`src/mtrd_pkg.sv`:
```
// ----------------------------------------------------------------------------
// mtrd_pkg
// shared constants, types and the tempering function of the ranged draw
// ----------------------------------------------------------------------------
`default_nettype none

package mtrd_pkg;

  localparam int unsigned StateWords   = 624;
  localparam int unsigned TwistOffset  = 397;
  localparam int unsigned IdxW         = 10;
  localparam logic [31:0] DefaultSeed  = 32'd4357;
  localparam logic [31:0] SeedMult     = 32'd69069;
  localparam logic [31:0] MatrixA      = 32'h9908b0df;
  localparam logic [31:0] ResetSeed    = 32'd1;

  localparam logic CmdDraw = 1'b0;
  localparam logic CmdSeed = 1'b1;

  // datapath operations, issued by the controller
  typedef enum logic [2:0] {
    OpNone,
    OpSeedInit,   // write word 0, latch seed
    OpSeedStep,   // write next seed word
    OpTwRead,     // issue reads for one twist word
    OpTwWrite,    // write one twisted word
    OpDrawRead,   // read word at index
    OpDivInit,    // temper and start divider
    OpDivStep     // one quotient bit
  } mtrd_op_e;

  typedef struct packed {
    mtrd_op_e    op;
    logic [1:0]  rd_slot;    // which twist source is read now
    logic [IdxW-1:0] addr;
  } mtrd_cmd_t;

  function automatic logic [31:0] temper(input logic [31:0] x);
    logic [31:0] y;
    y = x ^ (x >> 11);
    y = y ^ ((y << 7) & 32'h9d2c5680);
    y = y ^ ((y << 15) & 32'hefc60000);
    y = y ^ (y >> 18);
    return y;
  endfunction

endpackage

`default_nettype wire

```
`src/mtrd_ctrl.sv`:
```
// ----------------------------------------------------------------------------
// mtrd_ctrl
// command sequencer: seeding sweep, twist sweep, draw and divide steps
// ----------------------------------------------------------------------------
`default_nettype none

module mtrd_ctrl
  import mtrd_pkg::*;
#(
  parameter int unsigned STATE_WORDS  = StateWords,
  parameter int unsigned TWIST_OFFSET = TwistOffset
) (
  input  wire logic        clk_i,
  input  wire logic        rst_ni,
  input  wire logic        start_i,
  input  wire logic        cmd_i,
  input  wire logic        zero_i,
  output logic             busy_o,
  output logic             done_o,
  output logic             use_default_o,
  output logic             clear_o,
  output mtrd_cmd_t        dp_o
);

  localparam int unsigned IW = $clog2(STATE_WORDS + 2);

  typedef enum logic [3:0] {
    StIdle, StSeedInit, StSeedStep, StTwRdHi, StTwRdLo, StTwRdFar, StTwWait,
    StTwWrite, StDrawRd, StDrawWait, StDivInit, StDivStep, StDone
  } state_e;

  state_e      state_q;
  logic [IW-1:0] idx_q, k_q;
  logic [5:0]  cnt_q;
  logic        dflt_q, drawing_q;
  logic [IW-1:0] nxt_k, far_k;

  assign nxt_k = (k_q == IW'(STATE_WORDS - 1)) ? '0 : k_q + 1'b1;
  assign far_k = (k_q >= IW'(STATE_WORDS - TWIST_OFFSET)) ?
                 IW'(k_q - IW'(STATE_WORDS - TWIST_OFFSET)) : IW'(k_q + IW'(TWIST_OFFSET));

  always_ff @(posedge clk_i or negedge rst_ni) begin
    if (!rst_ni) begin
      state_q <= StIdle;
      idx_q <= IW'(STATE_WORDS + 1);
      k_q <= '0; cnt_q <= '0; dflt_q <= 1'b0; drawing_q <= 1'b0;
      done_o <= 1'b0; clear_o <= 1'b0;
    end else begin
      done_o <= 1'b0;
      clear_o <= 1'b0;
      unique case (state_q)
        StIdle: if (start_i) begin
          drawing_q <= (cmd_i == CmdDraw);
          dflt_q <= 1'b0;
          if (cmd_i == CmdSeed) begin
            state_q <= StSeedInit;
          end else if (zero_i) begin
            clear_o <= 1'b1; done_o <= 1'b1;
          end else if (idx_q == IW'(STATE_WORDS + 1)) begin
            dflt_q <= 1'b1; state_q <= StSeedInit;
          end else if (idx_q == IW'(STATE_WORDS)) begin
            k_q <= '0; state_q <= StTwRdHi;
          end else begin
            state_q <= StDrawRd;
          end
        end
        StSeedInit: begin k_q <= IW'(1); state_q <= StSeedStep; end
        StSeedStep: begin
          if (k_q == IW'(STATE_WORDS - 1)) begin
            idx_q <= IW'(STATE_WORDS);
            if (drawing_q) begin k_q <= '0; state_q <= StTwRdHi; end
            else begin clear_o <= 1'b1; done_o <= 1'b1; state_q <= StIdle; end
          end else k_q <= k_q + 1'b1;
        end
        StTwRdHi:  state_q <= StTwRdLo;
        StTwRdLo:  state_q <= StTwRdFar;
        StTwRdFar: state_q <= StTwWait;
        StTwWait:  state_q <= StTwWrite;
        StTwWrite: begin
          if (k_q == IW'(STATE_WORDS - 1)) begin
            idx_q <= '0; state_q <= StDrawRd;
          end else begin k_q <= k_q + 1'b1; state_q <= StTwRdHi; end
        end
        StDrawRd:   state_q <= StDrawWait;
        StDrawWait: state_q <= StDivInit;
        StDivInit:  begin cnt_q <= '0; idx_q <= idx_q + 1'b1; state_q <= StDivStep; end
        StDivStep:  begin
          cnt_q <= cnt_q + 1'b1;
          if (cnt_q == 6'd31) state_q <= StDone;
        end
        StDone: begin done_o <= 1'b1; state_q <= StIdle; end
        default: state_q <= StIdle;
      endcase
    end
  end

  // word address and operation per state
  always_comb begin
    dp_o = '{op: OpNone, rd_slot: 2'd0, addr: '0};
    unique case (state_q)
      StSeedInit: begin dp_o.op = OpSeedInit; dp_o.addr = '0; end
      StSeedStep: begin dp_o.op = OpSeedStep; dp_o.addr = IdxW'(k_q); end
      StTwRdHi:   begin dp_o.addr = IdxW'(k_q);   dp_o.rd_slot = 2'd1; end
      StTwRdLo:   begin dp_o.addr = IdxW'(nxt_k); dp_o.rd_slot = 2'd2; end
      StTwRdFar:  begin dp_o.addr = IdxW'(far_k); end
      StTwWait:   begin dp_o.addr = IdxW'(far_k); end
      StTwWrite:  begin dp_o.op = OpTwWrite; dp_o.addr = IdxW'(k_q); end
      StDrawRd:   begin dp_o.op = OpDrawRead; dp_o.addr = IdxW'(idx_q); end
      StDrawWait: begin dp_o.addr = IdxW'(idx_q); end
      StDivInit:  dp_o.op = OpDivInit;
      StDivStep:  dp_o.op = OpDivStep;
      default: ;
    endcase
  end

  assign busy_o = (state_q != StIdle);
  assign use_default_o = dflt_q;

endmodule

`default_nettype wire

```
`config.mk`:
```
export PLATFORM = sky130hd
export DESIGN_NAME = mtrd_ctrl
export DESIGN_NICKNAME = d
export VERILOG_FILES = /design/src/mtrd_pkg.sv /design/src/mtrd_ctrl.sv
export SDC_FILE = /design/constraint.sdc
export NUM_CORES = 1
export LEC_CHECK = 0
export BUFFER_PORTS_ARGS = -buffer_cell sky130_fd_sc_hd__buf_2
export CAP_MARGIN = 20
export CORE_UTILIZATION = 30
export DETAILED_ROUTE_END_ITERATION = 12
export GPL_TIMING_DRIVEN = 0
export SLEW_MARGIN = 0
export SYNTH_ARGS = -nofsm -noshare
export SYNTH_HDL_FRONTEND = slang
export SYNTH_SLANG_ARGS = --single-unit
```
`constraint.sdc`:
```
create_clock -name clk_i -period 2.82 [get_ports clk_i]
set_input_delay 0.141 -clock clk_i [delete_from_list [all_inputs] [get_ports clk_i]]
set_output_delay 0.141 -clock clk_i [all_outputs]
set_load 0.05 [all_outputs]
```
* Word-level counts from Yosys, hierarchy flattened
Cells that the tools add are included.
** Storage, ports and cells
- Memories :: 0
- Bits in read-only memories :: 0
- Bits of input ports :: 5
- Memory bits (writable) :: 0
- Flip-flop bits (word level) :: 34
- Bits in latches :: 0
- Output and inout bits :: 19
- Word-level logic and storage cells :: 92
** Operators by class
- Bitwise operators :: 1
- Multiplexer cells :: 38
- Magnitude comparators :: 1
- Add/subtract/negate cells :: 5
- Reductions and logical operators :: 12
- Div/mod/pow operators :: 0
- Equality and inequality tests :: 27
- Multipliers :: 0
- Shift operators :: 0
** Operators by type and width (count)
- $mux 10 :: 12
- $pmux 10 s4 :: 2
- $pmux 4 s12 :: 1
- $mux 4 :: 8
- $eq 10x10->1 const B :: 3
- $pmux 10 s3 :: 1
- $add 10x1->10 const B :: 2
- $eq 4x4->1 const B :: 5
- $ne 2x2->1 const B :: 9
- $pmux 3 s6 :: 1
- $eq 4x3->1 const B :: 4
- $pmux 6 s2 :: 1
- $add 10x9->10 const B :: 1
- $ge 10x8->1 const B :: 1
- $sub 10x8->10 const B :: 1
- $eq 4x2->1 const B :: 2
- $mux 1 :: 8
- $reduce_and 8->1 :: 1
- $reduce_bool 4->1 :: 2
- $add 6x1->6 const B :: 1
- $eq 6x5->1 const B :: 1
- $ne 3x3->1 const B :: 2
- $eq 4x1->1 const B :: 1
- $logic_not 4->1 :: 1
- other kinds (12) :: 13

* Longest topological paths before layout
- Word-level depth :: 7
- Depth in mapped cells :: 8
- Gate-level depth less buffers :: 7

* Worst setup path before layout
No wires, ideal clock.
- Path kind :: reg2out
- Start point :: reg k_q[0]
- End point :: out dp_o[7] in the netlist's numbering
- Path slack :: -0.222 ns
- Stages on the path, launching flop included :: 8
- Buffers on the path :: 1
- Required time :: 2.679 ns
- Data arrival time :: 2.901 ns
- Cells stage by stage :: dfrtp_1 > ha_1 > clkbuf_1 > or4_1 > a221oi_1 > a21oi_1 > xnor2_1 > o21ai_0
** RTL lines
- start, declared :: RTL line mtrd_ctrl.sv:33 : logic [IW-1:0] idx_q, k_q;
- start signal, assigned :: RTL line mtrd_ctrl.sv:73 : end else k_q <= k_q + 1'b1;
- start signal, assigned :: RTL line mtrd_ctrl.sv:82 : end else begin k_q <= k_q + 1'b1; state_q <= StTwRdHi; end
- end, declared :: RTL line mtrd_ctrl.sv:22 : output mtrd_cmd_t dp_o

==> impl_metrics.toml <==
[status]
status = "completed"

[floorplan]
die-area_um2 = 9609
die_h_um = 98.03
core_um2 = 8806
initial_core_util = 0.3142
ios = 24
die_x_um = 98.03
rows = 34

[synth]
synth_area_leaders = "dfrtp_1 (26%), o21ai_0 (7.8%), nand2_1 (5.3%)"
synth-main-ff-cell = "dfrtp_1"
ys_ff_latch = 34
synth.most_common_cell = "o21ai_0"
synth-edff-count = 0
syn_nets = 368
yosysSeqAreaShare = 0.3098
yosys.area.top_type = "dfrtp_1"
netlist_instances = 358
synth.distinct_cells = 67
synth_area_um2 = 2766
ys_warn_count = 0
netlist_top_cells_count = "o21ai_0 (43), nand2_1 (39), nor2_1 (35)"
synth_top_area_frac = 0.2623
syn_area_per_cell_um2 = 7.727
synth-async-reset-ratio = 1.000

[critical_path]
slowest_delay_ns = 0.46
cp_data_required_time_ns = 2.68
cp.arrival_ns = 2.57
rrSetupSlack_ns = 0.43
crit_path_end = "dp_o[9]"
cp-start-kind = "flip-flop"
crit_path_start = "k_q[0]"
rr_worst_depth = 6
cp_cell_sequence = "ha_1, buf_2, or4_4, a221oi_4, nor3_1, o21bai_1, nand4_1, buf_4"
end_kind = "output port"
cp_slowest_cell = "dfrtp_2"
rr_startpoint = "state_q[1]"
r2r_end = "idx_q[9]"
crit_path_max_fanout = 10
crit_type = "flip-flop to output port"

[timing]
fin_crit_sh = 0.9598
hold_viol_final = 0
setup_ws_ns = 0.1134
setup_viol = 0
fin_setup_tns_ns = 0
clock_skew_ns = 0.008794
slew_viol_final = 0
relSlewSlack = 0.3984
fmax_ghz = 0.3695
fin_crit_ns = 2.707
worst_slew_pin_slew_ns = 0.9023

[placement]
place_hpwl_um = 5898
place_area_um2 = 3022
pre_cts_slack_ns = 0.1885
gp_congestion = 0.8915
portBuffers = 23

[clock_network]
path_clk_slew_ns = 0.08
numClockSinks = 34
numCtsBuffers = 5
cts_tree = "yes"
cts-root-buf = "clkbuf_8"
cts_buffer_depth = 2
htreeDepth = 2
clk_latency_ns = 0.30

[drt]
wirelength_um = 8125
drc = 0
ant_nets = 0
wire_per_inst_um = 16.19
vias = 2893
first_pass_iters = 4
viasPerCell = 5.763
drt_iter0_drc = 215

[cells_and_area]
area_delta_synth_final_pct = 15.88
filler_cell_count = 919
diodes = 0
nets = 403
design_area_um2 = 3206
drive_above_1_share = 0.1954

[pwr]
ir_drop_uv = 339.5
power.density_nw_per_um2 = 1164
cellLeakagePower_nw = 1.284

[grt]
grt_pass1_wl_um = 13550
grt_pass1_vias = 2691
grt_start_max_net_pins = 35
grt_util_all_layers = 0.1736
grt.overflow.total = 0
antenna_found_initial = 0

[job]
drv_cap = 0

[min_path]
hold_class = "input port to flip-flop"
[per-stage QoR]
| step | std cells | total power [mW] | utilization | hold WS (ns) |
|---|---|---|---|---|
| 5_1_grt | 502 | 3.992 | 0.3640 | 0.1133 |
| 3_3_place_gp | 489 | 3.176 | 0.3426 | 0.2726 |
| 4_1_cts | 499 | 3.640 | 0.3569 | 0.09920 |
| 6_report | 502 | 3.732 | 0.3640 | 0.09813 |
| 3_5_place_dp | 490 | 3.206 | 0.3431 | 0.2879 |
| 2_1_floorplan | 358 | 2.637 | - | -0.1546 |
[report_power, final]
group	switching [mW]	total [mW]	leakage (nW)	internal [mW]
combinational	1.70	2.50	0.801	0.801
clock	0.206	0.403	0.0472	0.197
sequential	0.167	0.829	0.436	0.662
total	2.07	3.73	1.28	1.66
[cells by family (layout without fill, tap and decap cells)]
group,count (synthesis),in the layout,synth area share
buffers and inverters,34,69,0.05155
XOR/XNOR,8,8,0.02533
multiplexers,3,3,0.01176
AND/OR/NAND/NOR,146,146,0.2655
adder cells (fa/ha/maj),5,5,0.02261
AO/OA/AOI/OAI,128,129,0.3134
flip-flops,34,34,0.3098
[cell type report]
| type | instances | area [um^2] | area share |
|---|---|---|---|
| Inverter | 13 | 48.80 | 0.01522 |
| Clock buffer | 6 | 82.58 | 0.02576 |
| Timing Repair Buffer | 27 | 147.6 | 0.04606 |
| Multi-Input combinational cell | 291 | 1823 | 0.5687 |
| Clock inverter | 2 | 12.51 | 0.003903 |
| Buffer | 21 | 96.34 | 0.03005 |
| Sequential cell | 34 | 859.6 | 0.2682 |
| Tap cell | 108 | 135.1 | 0.04215 |
[repair_timing]
| action | in CTS | in global routing |
|---|---|---|
| pin swaps | 0 | 3 |
| gates resized for setup | 4 | 14 |
| endpoints found under the hold margin | 29 | 0 |
| setup endpoints to repair | 5 | 9 |
| gates cloned | 0 | 1 |
| hold buffers | 1 | 0 |
| setup buffers | 0 | 2 |
[critical path: cells and delay by family (launching register included)]
family / cells / cell delay, ns
adder cells (fa/ha/maj): 1 / 0.23
AND/OR/NAND/NOR: 3 / 0.68
buffers and inverters: 2 / 0.40
AO/OA/AOI/OAI: 2 / 0.50
flip-flops: 1 / 0.46
[sequential cells by signal, indices dropped and copies added (netlist names)]
register,cells
clear_o,1
cnt_q,6
done_o,1
drawing_q,1
idx_q,10
k_q,10
state_q,4
use_default_o,1
[routing by layer]
| metal | track usage | up-vias | routed length (um) |
|---|---|---|---|
| li1 | - | 1397 | - |
| met1 | 0.2366 | 1380 | 3633 |
| met2 | 0.2904 | 111 | 3940 |
| met3 | 0.01432 | 5 | 468 |
| met4 | 0.05594 | 0 | 82 |
| met5 | 0 | - | 0 |
[how the worst min path moves through the flow]
| stage | from | cells past startpoint | endpoint |
|---|---|---|---|
| after floorplan | rst_ni | 0 | clear_o |
| after global placement | rst_ni | 1 | done_o |
| after detailed placement | rst_ni | 1 | done_o |
| after CTS | cmd_i | 2 | drawing_q |
| after global routing | cmd_i | 2 | drawing_q |
| final | cmd_i | 2 | drawing_q |
[placed cells by master (no fill, tap or decap), types with 5 or more instances in the layout]
master and count:
nand4_1 5, nor3_1 13, buf_2 27, dfrtp_1 27, xnor2_1 5, clkbuf_1 13
ha_1 5, and3_1 5, o21ai_1 6, clkbuf_8 6, o21ai_0 39, nand3_1 12
a21oi_1 25, nor2b_1 6, a221oi_1 5, inv_1 12, dfstp_2 5, nand2_1 39
nor2_1 35, a31oi_1 6
No activity file was read; power rests on OpenSTA's default activity.
